==> src/rtl/core/tkls_pkg.sv <==
// Shared constants, types and sequencer states of the top-K selector.
package tkls_pkg;

    localparam int CAPACITY = 8;
    localparam int IDX_W    = (CAPACITY > 1) ? $clog2(CAPACITY) : 1;
    localparam int CNT_W    = $clog2(CAPACITY + 1);
    localparam int SIZE_W   = 48;
    localparam int TAG_W    = 48;
    localparam int KEEP_W   = 4;
    localparam int LIM_W    = (CNT_W > KEEP_W) ? CNT_W : KEEP_W;
    localparam int ENTRY_W  = SIZE_W + TAG_W;

    localparam logic [KEEP_W-1:0] KEEP_RESET = KEEP_W'(5);

    localparam logic OP_ADD   = 1'b0;
    localparam logic OP_DRAIN = 1'b1;

    typedef struct packed {
        logic [SIZE_W-1:0] size;
        logic [TAG_W-1:0]  tag;
    } entry_t;

    typedef struct packed {
        logic             en;
        logic [IDX_W-1:0] addr;
        entry_t           data;
    } ram_wr_t;

    typedef struct packed {
        logic   valid;
        entry_t entry;
        logic   last;
    } push_t;

    typedef enum logic [2:0] {
        ST_IDLE,
        ST_HEAD,
        ST_UP,
        ST_DOWN,
        ST_PLACE,
        ST_DRAIN
    } state_t;

endpackage

==> src/rtl/core/tkls_if.sv <==
// Channel interfaces of the top-K selector: command, result and configuration.
interface tkls_cmd_if;
    logic                        valid;
    logic                        ready;
    logic                        opcode;
    logic [tkls_pkg::SIZE_W-1:0] entry_size;
    logic [tkls_pkg::TAG_W-1:0]  entry_tag;

    modport source (output valid, opcode, entry_size, entry_tag, input ready);
    modport sink   (input valid, opcode, entry_size, entry_tag, output ready);
endinterface

interface tkls_res_if;
    logic                        valid;
    logic                        ready;
    logic [tkls_pkg::SIZE_W-1:0] out_size;
    logic [tkls_pkg::TAG_W-1:0]  out_tag;
    logic                        last;

    modport source (output valid, out_size, out_tag, last, input ready);
    modport sink   (input valid, out_size, out_tag, last, output ready);
endinterface

interface tkls_cfg_if;
    logic                        valid;
    logic                        ready;
    logic [tkls_pkg::KEEP_W-1:0] keep_count;

    modport source (output valid, keep_count, input ready);
    modport sink   (input valid, keep_count, output ready);
endinterface

==> src/rtl/core/tkls_ram.sv <==
// Generic single-write, single-read RAM with registered read data.
module tkls_ram #(
    parameter int WIDTH = 8,
    parameter int DEPTH = 8
) (
    input  logic                                      clk,
    input  logic                                      we,
    input  logic [((DEPTH > 1) ? $clog2(DEPTH) : 1)-1:0] waddr,
    input  logic [WIDTH-1:0]                          wdata,
    input  logic [((DEPTH > 1) ? $clog2(DEPTH) : 1)-1:0] raddr,
    output logic [WIDTH-1:0]                          rdata
);

    logic [WIDTH-1:0] mem [DEPTH];

    always_ff @(posedge clk)
    begin
        if (we)
        begin
            mem[waddr] <= wdata;
        end
        rdata <= mem[raddr];
    end

endmodule

==> src/rtl/core/tkls_engine.sv <==
// Sequencer and shared key comparator that keep the held entries sorted.
module tkls_engine (
    input  logic                            clk,
    input  logic                            rst_n,
    tkls_cmd_if.sink                        cmd,
    input  logic [tkls_pkg::KEEP_W-1:0]     keep_count,
    input  tkls_pkg::entry_t                rd_entry,
    input  logic                            out_space,
    output logic [tkls_pkg::IDX_W-1:0]      raddr,
    output tkls_pkg::ram_wr_t               wr,
    output tkls_pkg::push_t                 push
);

    tkls_pkg::state_t                 state_reg, state_next;
    logic [tkls_pkg::IDX_W-1:0]       raddr_reg, raddr_next;
    logic [tkls_pkg::IDX_W-1:0]       wptr_reg, wptr_next;
    logic [tkls_pkg::CNT_W-1:0]       count_reg, count_next;
    logic                             grow_reg, grow_next;
    tkls_pkg::entry_t                 item_reg;

    logic [tkls_pkg::LIM_W-1:0]       keep_w, cap_w, limit;
    logic                             below_limit;
    logic [tkls_pkg::SIZE_W-1:0]      cmp_a, cmp_b;
    logic                             a_gt_b;
    logic                             at_end;
    logic                             accept;
    tkls_pkg::entry_t                 cmd_entry;

    // Clamp the retain limit to the store capacity.
    assign keep_w      = tkls_pkg::LIM_W'(keep_count);
    assign cap_w       = tkls_pkg::LIM_W'(tkls_pkg::CAPACITY);
    assign limit       = (keep_w > cap_w) ? cap_w : keep_w;
    assign below_limit = tkls_pkg::LIM_W'(count_reg) < limit;

    // One comparator: head check asks new > smallest, scans ask held > new.
    assign cmp_a  = (state_reg == tkls_pkg::ST_HEAD) ? item_reg.size : rd_entry.size;
    assign cmp_b  = (state_reg == tkls_pkg::ST_HEAD) ? rd_entry.size : item_reg.size;
    assign a_gt_b = cmp_a > cmp_b;

    assign at_end    = (tkls_pkg::CNT_W'(raddr_reg) + tkls_pkg::CNT_W'(1)) == count_reg;
    assign cmd.ready = (state_reg == tkls_pkg::ST_IDLE);
    assign accept    = cmd.valid && cmd.ready;
    assign cmd_entry = '{size: cmd.entry_size, tag: cmd.entry_tag};
    assign raddr     = raddr_next;

    always_comb
    begin
        state_next = state_reg;
        unique case (state_reg)
            tkls_pkg::ST_IDLE:
            begin
                if (accept)
                begin
                    if (cmd.opcode == tkls_pkg::OP_DRAIN)
                    begin
                        if (count_reg != '0)
                        begin
                            state_next = tkls_pkg::ST_DRAIN;
                        end
                    end
                    else if (limit != '0)
                    begin
                        if (!below_limit)
                        begin
                            state_next = tkls_pkg::ST_HEAD;
                        end
                        else if (count_reg != '0)
                        begin
                            state_next = tkls_pkg::ST_DOWN;
                        end
                    end
                end
            end
            tkls_pkg::ST_HEAD:
            begin
                if (!a_gt_b || count_reg == tkls_pkg::CNT_W'(1))
                begin
                    state_next = tkls_pkg::ST_IDLE;
                end
                else
                begin
                    state_next = tkls_pkg::ST_UP;
                end
            end
            tkls_pkg::ST_UP:
            begin
                if (a_gt_b)
                begin
                    state_next = tkls_pkg::ST_IDLE;
                end
                else if (at_end)
                begin
                    state_next = tkls_pkg::ST_PLACE;
                end
            end
            tkls_pkg::ST_DOWN:
            begin
                if (!a_gt_b)
                begin
                    state_next = tkls_pkg::ST_IDLE;
                end
                else if (raddr_reg == '0)
                begin
                    state_next = tkls_pkg::ST_PLACE;
                end
            end
            tkls_pkg::ST_PLACE:
            begin
                state_next = tkls_pkg::ST_IDLE;
            end
            tkls_pkg::ST_DRAIN:
            begin
                if (out_space && at_end)
                begin
                    state_next = tkls_pkg::ST_IDLE;
                end
            end
            default:
            begin
                state_next = tkls_pkg::ST_IDLE;
            end
        endcase
    end

    always_comb
    begin
        raddr_next = raddr_reg;
        wptr_next  = wptr_reg;
        count_next = count_reg;
        grow_next  = grow_reg;
        wr         = '{en: 1'b0, addr: raddr_reg, data: rd_entry};
        push       = '{valid: 1'b0, entry: rd_entry, last: at_end};
        unique case (state_reg)
            tkls_pkg::ST_IDLE:
            begin
                if (accept)
                begin
                    if (cmd.opcode == tkls_pkg::OP_DRAIN)
                    begin
                        raddr_next = '0;
                    end
                    else if (limit != '0)
                    begin
                        if (!below_limit)
                        begin
                            raddr_next = '0;
                            grow_next  = 1'b0;
                        end
                        else if (count_reg == '0)
                        begin
                            // Empty store: place the entry at once.
                            wr         = '{en: 1'b1, addr: '0, data: cmd_entry};
                            count_next = tkls_pkg::CNT_W'(1);
                        end
                        else
                        begin
                            raddr_next = tkls_pkg::IDX_W'(count_reg - tkls_pkg::CNT_W'(1));
                            grow_next  = 1'b1;
                        end
                    end
                end
            end
            tkls_pkg::ST_HEAD:
            begin
                if (a_gt_b)
                begin
                    if (count_reg == tkls_pkg::CNT_W'(1))
                    begin
                        wr = '{en: 1'b1, addr: '0, data: item_reg};
                    end
                    else
                    begin
                        raddr_next = tkls_pkg::IDX_W'(1);
                    end
                end
            end
            tkls_pkg::ST_UP:
            begin
                // Shift smaller-or-equal entries down over the evicted head.
                if (a_gt_b)
                begin
                    wr = '{en: 1'b1, addr: raddr_reg - tkls_pkg::IDX_W'(1), data: item_reg};
                end
                else
                begin
                    wr = '{en: 1'b1, addr: raddr_reg - tkls_pkg::IDX_W'(1), data: rd_entry};
                    if (at_end)
                    begin
                        wptr_next = raddr_reg;
                    end
                    else
                    begin
                        raddr_next = raddr_reg + tkls_pkg::IDX_W'(1);
                    end
                end
            end
            tkls_pkg::ST_DOWN:
            begin
                // Shift larger entries up to open the slot.
                if (a_gt_b)
                begin
                    wr = '{en: 1'b1, addr: raddr_reg + tkls_pkg::IDX_W'(1), data: rd_entry};
                    if (raddr_reg == '0)
                    begin
                        wptr_next = '0;
                    end
                    else
                    begin
                        raddr_next = raddr_reg - tkls_pkg::IDX_W'(1);
                    end
                end
                else
                begin
                    wr = '{en: 1'b1, addr: raddr_reg + tkls_pkg::IDX_W'(1), data: item_reg};
                    count_next = count_reg + tkls_pkg::CNT_W'(1);
                end
            end
            tkls_pkg::ST_PLACE:
            begin
                wr = '{en: 1'b1, addr: wptr_reg, data: item_reg};
                if (grow_reg)
                begin
                    count_next = count_reg + tkls_pkg::CNT_W'(1);
                end
            end
            tkls_pkg::ST_DRAIN:
            begin
                if (out_space)
                begin
                    push.valid = 1'b1;
                    if (at_end)
                    begin
                        count_next = '0;
                    end
                    else
                    begin
                        raddr_next = raddr_reg + tkls_pkg::IDX_W'(1);
                    end
                end
            end
            default:
            begin
                raddr_next = raddr_reg;
            end
        endcase
    end

    always_ff @(posedge clk or negedge rst_n)
    begin
        if (!rst_n)
        begin
            state_reg <= tkls_pkg::ST_IDLE;
            count_reg <= '0;
            raddr_reg <= '0;
            wptr_reg  <= '0;
            grow_reg  <= 1'b0;
        end
        else
        begin
            state_reg <= state_next;
            count_reg <= count_next;
            raddr_reg <= raddr_next;
            wptr_reg  <= wptr_next;
            grow_reg  <= grow_next;
        end
    end

    always_ff @(posedge clk)
    begin
        if (accept)
        begin
            item_reg <= cmd_entry;
        end
    end

endmodule

==> src/rtl/core/top_k_largest_selector.sv <==
// Top level of the top-K selector: configuration, store, sequencer and result register.
//
// Usage:
//   cfg    - write channel for keep_count, the number of largest entries kept
//            (clamped to the store capacity of 8; 0 ignores every add).
//            Write it only while the block is idle.
//   cmd    - one item per handshake: opcode add (entry_size, entry_tag) or drain.
//   result - drained entries in ascending size order, last set on the final one;
//            among equal sizes the earlier insert comes first.
// Timing: the block takes one item at a time; cmd.ready is low while it works.
//   An add walks the store one entry per cycle through a single comparator
//   and one RAM read port; a key rejected at the head compare ends the walk
//   there, and an empty store or a keep of 0 takes the add at once.
//   A drain reads the held entries from the RAM in ascending order; each entry
//   passes through the registered RAM read data and then the result register.
//   A drain of an empty store returns at once and emits nothing.
// Stalls: a full result register with result.ready low holds the drain walk
//   in place; nothing is dropped.
// Reset: rst_n clears the held count, the sequencer and the result valid flag and
//   loads keep_count with 5; the store contents need no clearing.
module top_k_largest_selector (
    input  logic        clk,
    input  logic        rst_n,
    tkls_cfg_if.sink    cfg,
    tkls_cmd_if.sink    cmd,
    tkls_res_if.source  result
);

    logic [tkls_pkg::KEEP_W-1:0] keep_reg;
    logic [tkls_pkg::IDX_W-1:0]  raddr;
    logic [tkls_pkg::ENTRY_W-1:0] rdata;
    tkls_pkg::entry_t            rd_entry;
    tkls_pkg::ram_wr_t           wr;
    tkls_pkg::push_t             push;
    logic                        out_space;

    logic                        res_valid_reg;
    tkls_pkg::entry_t            res_entry_reg;
    logic                        res_last_reg;

    // Configuration is always taken.
    assign cfg.ready = 1'b1;

    always_ff @(posedge clk or negedge rst_n)
    begin
        if (!rst_n)
        begin
            keep_reg <= tkls_pkg::KEEP_RESET;
        end
        else if (cfg.valid && cfg.ready)
        begin
            keep_reg <= cfg.keep_count;
        end
    end

    // Held entries, kept sorted ascending by size.
    tkls_ram #(
        .WIDTH (tkls_pkg::ENTRY_W),
        .DEPTH (tkls_pkg::CAPACITY)
    ) u_store (
        .clk   (clk),
        .we    (wr.en),
        .waddr (wr.addr),
        .wdata (wr.data),
        .raddr (raddr),
        .rdata (rdata)
    );

    assign rd_entry = rdata;

    tkls_engine u_engine (
        .clk        (clk),
        .rst_n      (rst_n),
        .cmd        (cmd),
        .keep_count (keep_reg),
        .rd_entry   (rd_entry),
        .out_space  (out_space),
        .raddr      (raddr),
        .wr         (wr),
        .push       (push)
    );

    // Result register: load when empty or being emptied this cycle.
    assign out_space = !res_valid_reg || result.ready;

    always_ff @(posedge clk or negedge rst_n)
    begin
        if (!rst_n)
        begin
            res_valid_reg <= 1'b0;
        end
        else if (out_space)
        begin
            res_valid_reg <= push.valid;
        end
    end

    always_ff @(posedge clk)
    begin
        if (out_space && push.valid)
        begin
            res_entry_reg <= push.entry;
            res_last_reg  <= push.last;
        end
    end

    assign result.valid    = res_valid_reg;
    assign result.out_size = res_entry_reg.size;
    assign result.out_tag  = res_entry_reg.tag;
    assign result.last     = res_last_reg;

endmodule

==> src/flat_wrapper.sv <==
// flat-port wrapper written by rule: the top's interface ports become plain ports
module top_k_largest_selector_flat 
  (clk, rst_n, cfg_valid, cfg_keep_count, cfg_ready, cmd_valid, cmd_opcode, cmd_entry_size, cmd_entry_tag, cmd_ready, result_valid, result_out_size, result_out_tag, result_last, result_ready);
  tkls_cfg_if cfg_i ();
  tkls_cmd_if cmd_i ();
  tkls_res_if result_i ();
  input  logic clk;
  input  logic rst_n;
  input wire logic [$bits(cfg_i.valid)-1:0] cfg_valid;
  input wire logic [$bits(cfg_i.keep_count)-1:0] cfg_keep_count;
  output wire logic [$bits(cfg_i.ready)-1:0] cfg_ready;
  input wire logic [$bits(cmd_i.valid)-1:0] cmd_valid;
  input wire logic [$bits(cmd_i.opcode)-1:0] cmd_opcode;
  input wire logic [$bits(cmd_i.entry_size)-1:0] cmd_entry_size;
  input wire logic [$bits(cmd_i.entry_tag)-1:0] cmd_entry_tag;
  output wire logic [$bits(cmd_i.ready)-1:0] cmd_ready;
  output wire logic [$bits(result_i.valid)-1:0] result_valid;
  output wire logic [$bits(result_i.out_size)-1:0] result_out_size;
  output wire logic [$bits(result_i.out_tag)-1:0] result_out_tag;
  output wire logic [$bits(result_i.last)-1:0] result_last;
  input wire logic [$bits(result_i.ready)-1:0] result_ready;
  assign cfg_i.valid = cfg_valid;
  assign cfg_i.keep_count = cfg_keep_count;
  assign cfg_ready = cfg_i.ready;
  assign cmd_i.valid = cmd_valid;
  assign cmd_i.opcode = cmd_opcode;
  assign cmd_i.entry_size = cmd_entry_size;
  assign cmd_i.entry_tag = cmd_entry_tag;
  assign cmd_ready = cmd_i.ready;
  assign result_valid = result_i.valid;
  assign result_out_size = result_i.out_size;
  assign result_out_tag = result_i.out_tag;
  assign result_last = result_i.last;
  assign result_i.ready = result_ready;
  top_k_largest_selector u_core (.clk(clk), .rst_n(rst_n), .cfg(cfg_i), .cmd(cmd_i), .result(result_i));
endmodule
==> config.mk <==
export PLATFORM = sky130hd
export DESIGN_NAME = top_k_largest_selector_flat
export DESIGN_NICKNAME = d
export VERILOG_FILES = /design/src/rtl/core/tkls_pkg.sv /design/src/rtl/core/tkls_if.sv /design/src/rtl/core/tkls_ram.sv /design/src/rtl/core/tkls_engine.sv /design/src/rtl/core/top_k_largest_selector.sv /design/src/flat_wrapper.sv
export SDC_FILE = /design/constraint.sdc
export NUM_CORES = 1
export LEC_CHECK = 0
export ABC_AREA = 1
export BUFFER_PORTS_ARGS = -buffer_cell sky130_fd_sc_hd__buf_2
export CAP_MARGIN = 20
export CELL_PAD_IN_SITES_DETAIL_PLACEMENT = 2
export CELL_PAD_IN_SITES_GLOBAL_PLACEMENT = 2
export CORE_UTILIZATION = 39
export CTS_CLUSTER_DIAMETER = 80
export DETAILED_ROUTE_END_ITERATION = 8
export PLACE_DENSITY = 0.88
export SLEW_MARGIN = 25
export SYNTH_ARGS = -nofsm -noshare
export SYNTH_HDL_FRONTEND = slang
export SYNTH_SLANG_ARGS = --single-unit
==> constraint.sdc <==
create_clock -name clk -period 18.4 [get_ports clk]
set_input_delay 2.76 -clock clk [delete_from_list [all_inputs] [get_ports clk]]
set_output_delay 2.76 -clock clk [all_outputs]
set_load 0.005 [all_outputs]
# Word level (Yosys, flattened, before mapping)

Memories as Yosys holds them, arrays and structs flattened. A register that Yosys moved wholly into a read port is not among the register bits.
Cells that the tools add are included.

Equality and inequality tests: 27
$lt $le $gt $ge: 3
Bitwise operators: 1
Add/subtract/negate cells: 5
Reduce and logical (&&, ||, !) cells: 18
Mux-type cells: 60

Operators with widths:

| operator            | number |
|---|---|
| $mux 100            | 7 |
| $pmux 100 s5        | 1 |
| $mux 96             | 2 |
| $mux 48             | 2 |
| $mux 3              | 27 |
| $gt 48x48->1        | 1 |
| $mux 4              | 10 |
| $pmux 3 s5          | 2 |
| $ne 2x2->1 const B  | 10 |
| $pmux 4 s4          | 1 |
| $reduce_bool 4->1   | 3 |
| $ne 2x1->1 const B  | 5 |
| $reduce_and 10->1   | 1 |
| $reduce_and 5->1    | 2 |
| $ne 3x2->1 const B  | 3 |
| $reduce_and 7->1    | 1 |
| $eq 3x2->1 const B  | 2 |
| $eq 3x3->1 const B  | 2 |
| $logic_not 3->1     | 2 |
| $mux 1              | 6 |
| $ne 3x3->1 const B  | 2 |
| $pmux 3 s2          | 1 |
| $sub 3x1->3 const B | 2 |
| $add 3x1->4 const B | 1 |
| 14 further kinds    | 18 |

Memories: 1
Flip-flop bits (word level): 212
Bits of input ports: 106
Word-level logic and storage cells: 127
Memory bits (writable): 768
Output and inout bits: 100

Memories:

| name               | depth | bits a word | rd ports | clocked after Yosys merged registers in | wr ports | line           | text |
|---|---|---|---|---|---|---|---|
| u_core.u_store.mem | 8     | 96          | 1        | 1                                       | 1        | tkls_ram.sv:14 | `logic [WIDTH-1:0] mem [DEPTH];` |

# Longest topological paths before layout

Depth after elaboration: 10
Depth in mapped cells: 27
Depth with buffers taken out: 25

# By module

Synthesis repeated with hierarchy kept, for this count alone.

Cell total of the unflattened synthesis: 5247
Area, all modules: 49252.2 µm²

Modules (own cells, without submodules):

| module                 | instances | cells an instance | area each (µm²) | seq. area each (µm²) |
|---|---|---|---|---|
| tkls_ram               | 1         | 3432              | 35540.3         | 24984.0 |
| tkls_engine            | 1         | 1694              | 10590.2         | 3233.1 |
| top_k_largest_selector | 1         | 121               | 3121.7          | 3040.4 |

# Worst setup path before layout

OpenSTA, ideal clock, no wires.

Path kind: input -> register
From: input cmd_valid
To: memory u_core.u_store.mem[4][0] in the netlist's numbering (enable)
Cell stages on the path: 12
Data arrival time: 12219 ps
Required time: 17848 ps
Setup time: 552 ps
Buffers on the path: 0
Slack: 5628 ps
Path through: inv_1 nor2_1 nand3_1 nor2_1 nor2_1 inv_1 nand2_1 nor2_1 o21ai_0 inv_1 nand2_1 nor2_1

Longest elaborated chain between the ends: 5

Ends and longest elaborated chain:

| element                          | line               | text |
|---|---|---|
| start: declaration               | flat_wrapper.sv:12 | `input wire logic [$bits(cmd_i.valid)-1:0] cmd_valid;` |
| $logic_and 1x1->1 (*)            | tkls_engine.sv:42  | `assign accept = cmd.valid && cmd.ready;` |
| named net u_core.u_engine.accept | tkls_engine.sv:26  | `logic accept;` |
| $mux 100 (*)                     | tkls_engine.sv:136 | `if (accept)` |
| $pmux 100 s5 (*)                 | tkls_engine.sv:133 | `unique case (state_reg)` |
| $mux 1                           | tkls_ram.sv:18     | `if (we)` |
| $mux 1 (implied by the code)     | tkls_ram.sv:20     | `mem[waddr] <= wdata;` |
| end: declaration                 | tkls_ram.sv:14     |  |

Mark *: on every way through the listed nets, which the timed path passes. The rest lies on a longest branch.

# Worst setup path in the final report

From: input cmd_valid
To: memory u_core.u_store.mem[4][73] in the netlist's numbering (enable)

The elaborated chain is that of the path after synthesis.

==> summary.txt <==
Cells after Synth: 4735
Input/output buffers: 204
# setup viols final: 0
Grt ovf: 0
Outcome: finished clean
Post-route ant nets: 0
CP Launch Type: primary input
DP Wirelength: 103000 um
Post-cts sizing count: 0
Maximum clock frequency: 127 MHz
Gr usage total: 29.9%
Post-synthesis async set-or-reset flop share: 1.77%
Final wirelength: 185000 um
Worst Min Path Start: u_core.u_store.rdata[15]
Final hold violation count: 0
Nets: 4994
Num CTS Buffers: 118
Drt pass-1 iters: 7
Final RePlAce weighted congestion: 0.798
Clock insertion delay at the later pin of the skew report: 720 ps
Commonest non-fill, non-tap cell in the layout: nand2_1
R2r startpoint: u_core.u_engine.state_reg[1]
Initial antenna violation count: 4
Max reg flops: 768
R2r setup slk: 10960 ps
Syn nets: 4851
Mean post-synth cell area: 10.0 um2
EDFF count, synth: 961
Row cnt: 127
Clock Tree Root: clkbuf_16
Final Max Tran Viols: 0
RSZ-0062 raised after global routing: false
# DRC: 0
Yosys reg bits: 1076
Area delta synth->final: 13.9%
Die Width: 351 um
Number of global-route vias before repair: 42100
Sink Count: 1076
Slew at the pin with the worst max-slew slack: 1100 ps
Final Util: 44.9%
Yosys warns: 0
Worst slew margin: 26.7%
Clk_skew: 37.1 ps
First-pass GRT wire length: 273000 um
Die area: 123000 um2
FF-to-FF path depth: 17
Starting Density: 39.4%
Worst Path Max Fanout: 51
Routed WL per cell: 28.1 um
Final Critical Period: 7860 ps
Hold WC Path Type: flop to flop
Post-CTS Hold Fix Bufs: 0
Vias: 37300
Setup CP Type: primary input to flop
Area contributors post-synth: edfxtp_1 61%, nand2_1 9.3%, nand3_1 9.3%, inv_1 7.1%, dfxtp_1 4.1%
Largest net degree at the start of global routing: 213
Fin crit share: 42.7%
Synth top area share: 60.9%
Most frequent cells in the layout: 1178 x nand2_1, 961 x edfxtp_1, 899 x inv_1, 885 x nand3_1, 204 x buf_2
WP data required: 18730 ps
Clock tree buffer depth: 3
Vias per cell: 5.65
Core area: 120000 um2
Clock-pin slew on the worst setup and hold paths: 60 ps
Share of layout cells above drive strength 1: 9.75%
DIE HEIGHT: 351 um
CTS tree: done
H-Tree Depth: 3
Synth unique cells: 51
Biggest area consumer among synthesized cells: edfxtp_1
Max_cap viols: 0
Hold endpoint: u_core.result.out_tag[15]
Post-CTS Setup Bufs: 0
Detailed Route Iter0 Violations: 3191
Boundary Pins: 206
Min-Delay Path Depth: 0
Cell Area, Synth: 47400 um2
Final TNS setup: 0 ps
Sequential share of the synthesized area: 66.0%
FF-to-FF End: u_core.u_store.mem[4][73]
Top FF cell, synth: edfxtp_1
Crit. End Element: flop
Arr. time, crit path: 8190 ps
==> layer usage <==
layer  track usage (%)  share of wire, %  vias to the layer above
met1              34.6                38                    19500
met3              4.09               5.1                      453
met4              13.4               4.4                        6
met5                 0             0.020                        -
met2              54.7                52                     1454
li1                  -                 -                    15900
==> area by class of cell <==
cell class / count / area, um2
Antenna cell: 5 / 12.5
Clock buffer: 173 / 3420
Clock inverter: 44 / 447
Fill cell: 12500 / 66200
Inverter: 908 / 3410
Multi-Input combinational cell: 2509 / 11700
Sequential cell: 1076 / 31300
Tap cell: 1612 / 2020
Timing Repair Buffer: 265 / 1640
==> kinds of logic (layout without fill, tap and decap cells) <==
group,Yosys count,in the layout,share of synthesized area [%]
buffers and inverters,1150,1390,9.59
muxes,3,3,0.0713
DFF,1076,1076,66.0
xor gates and xnor gates,16,16,0.296
other,1,6,0.00792
AOI/OAI and AO/OA,279,279,3.82
and+or+nand+nor,2200,2200,20.0
adders and majority gates,10,10,0.264
==> worst max-delay path by stage <==
| stage | startpoint | endpoint | cells after the start |
|---|---|---|---|
| after floorplan | cmd_valid | u_core.u_store.mem[4][0] | 12 |
| after global placement | cmd_valid | u_core.u_store.mem[4][76] | 15 |
| after detailed placement | cmd_valid | u_core.u_store.mem[4][73] | 15 |
| after CTS | cmd_valid | u_core.u_store.mem[4][73] | 15 |
| after global routing | cmd_valid | u_core.u_store.mem[4][73] | 15 |
| final | cmd_valid | u_core.u_store.mem[4][73] | 15 |
==> synth_stat cells (2+ instances only) <==
master,number
mux2_2,3
ha_1,10
xnor2_1,5
buf_4,17
nor2_2,2
o22ai_1,4
buf_6,2
a211oi_1,2
nor2_1,102
a31oi_1,2
buf_2,118
nor3_1,8
nand2_2,3
o21ai_1,6
edfxtp_1,961
nand2_1,1180
o31ai_1,2
o221ai_1,29
a22oi_1,34
nand4_1,6
or2_2,3
clkinv_1,2
nand3b_1,4
o211ai_1,62
dfxtp_1,96
inv_2,7
o21ai_0,98
a21oi_1,28
inv_1,899
a221oi_1,5
dfrtp_1,17
nand3_1,885
buf_1,7
dfstp_2,2
xor2_1,11
clkbuf_1,98
==> through the flow <==
step | area [um2] | setup slack, ps | hold WS, ps | cells
global placement | 49900 | 10290 | 454 | 6364
CTS | 53900 | 10590 | 473 | 6585
finish | 54000 | 10540 | 467 | 6592
global route | 53900 | 10420 | 490 | 6587
detailed placement | 50000 | 9940 | 450 | 6368
floorplan | 47400 | 5630 | 424 | 4735
==> critical path, cell delays in order <==
cell	delay [ps]
buf_2	110
inv_1	80
nor2_4	750
nand3_1	300
nor2_4	860
nor2_4	60
inv_1	110
nand2_1	90
inv_1	150
o21ai_0	120
inv_1	100
nand2_1	260
nor2_4	800
buf_4	950
buf_4	650
Power is left out: the tool's default activity adds up to more than one toggle a clock period on the data nets, which glitch-free logic cannot reach.
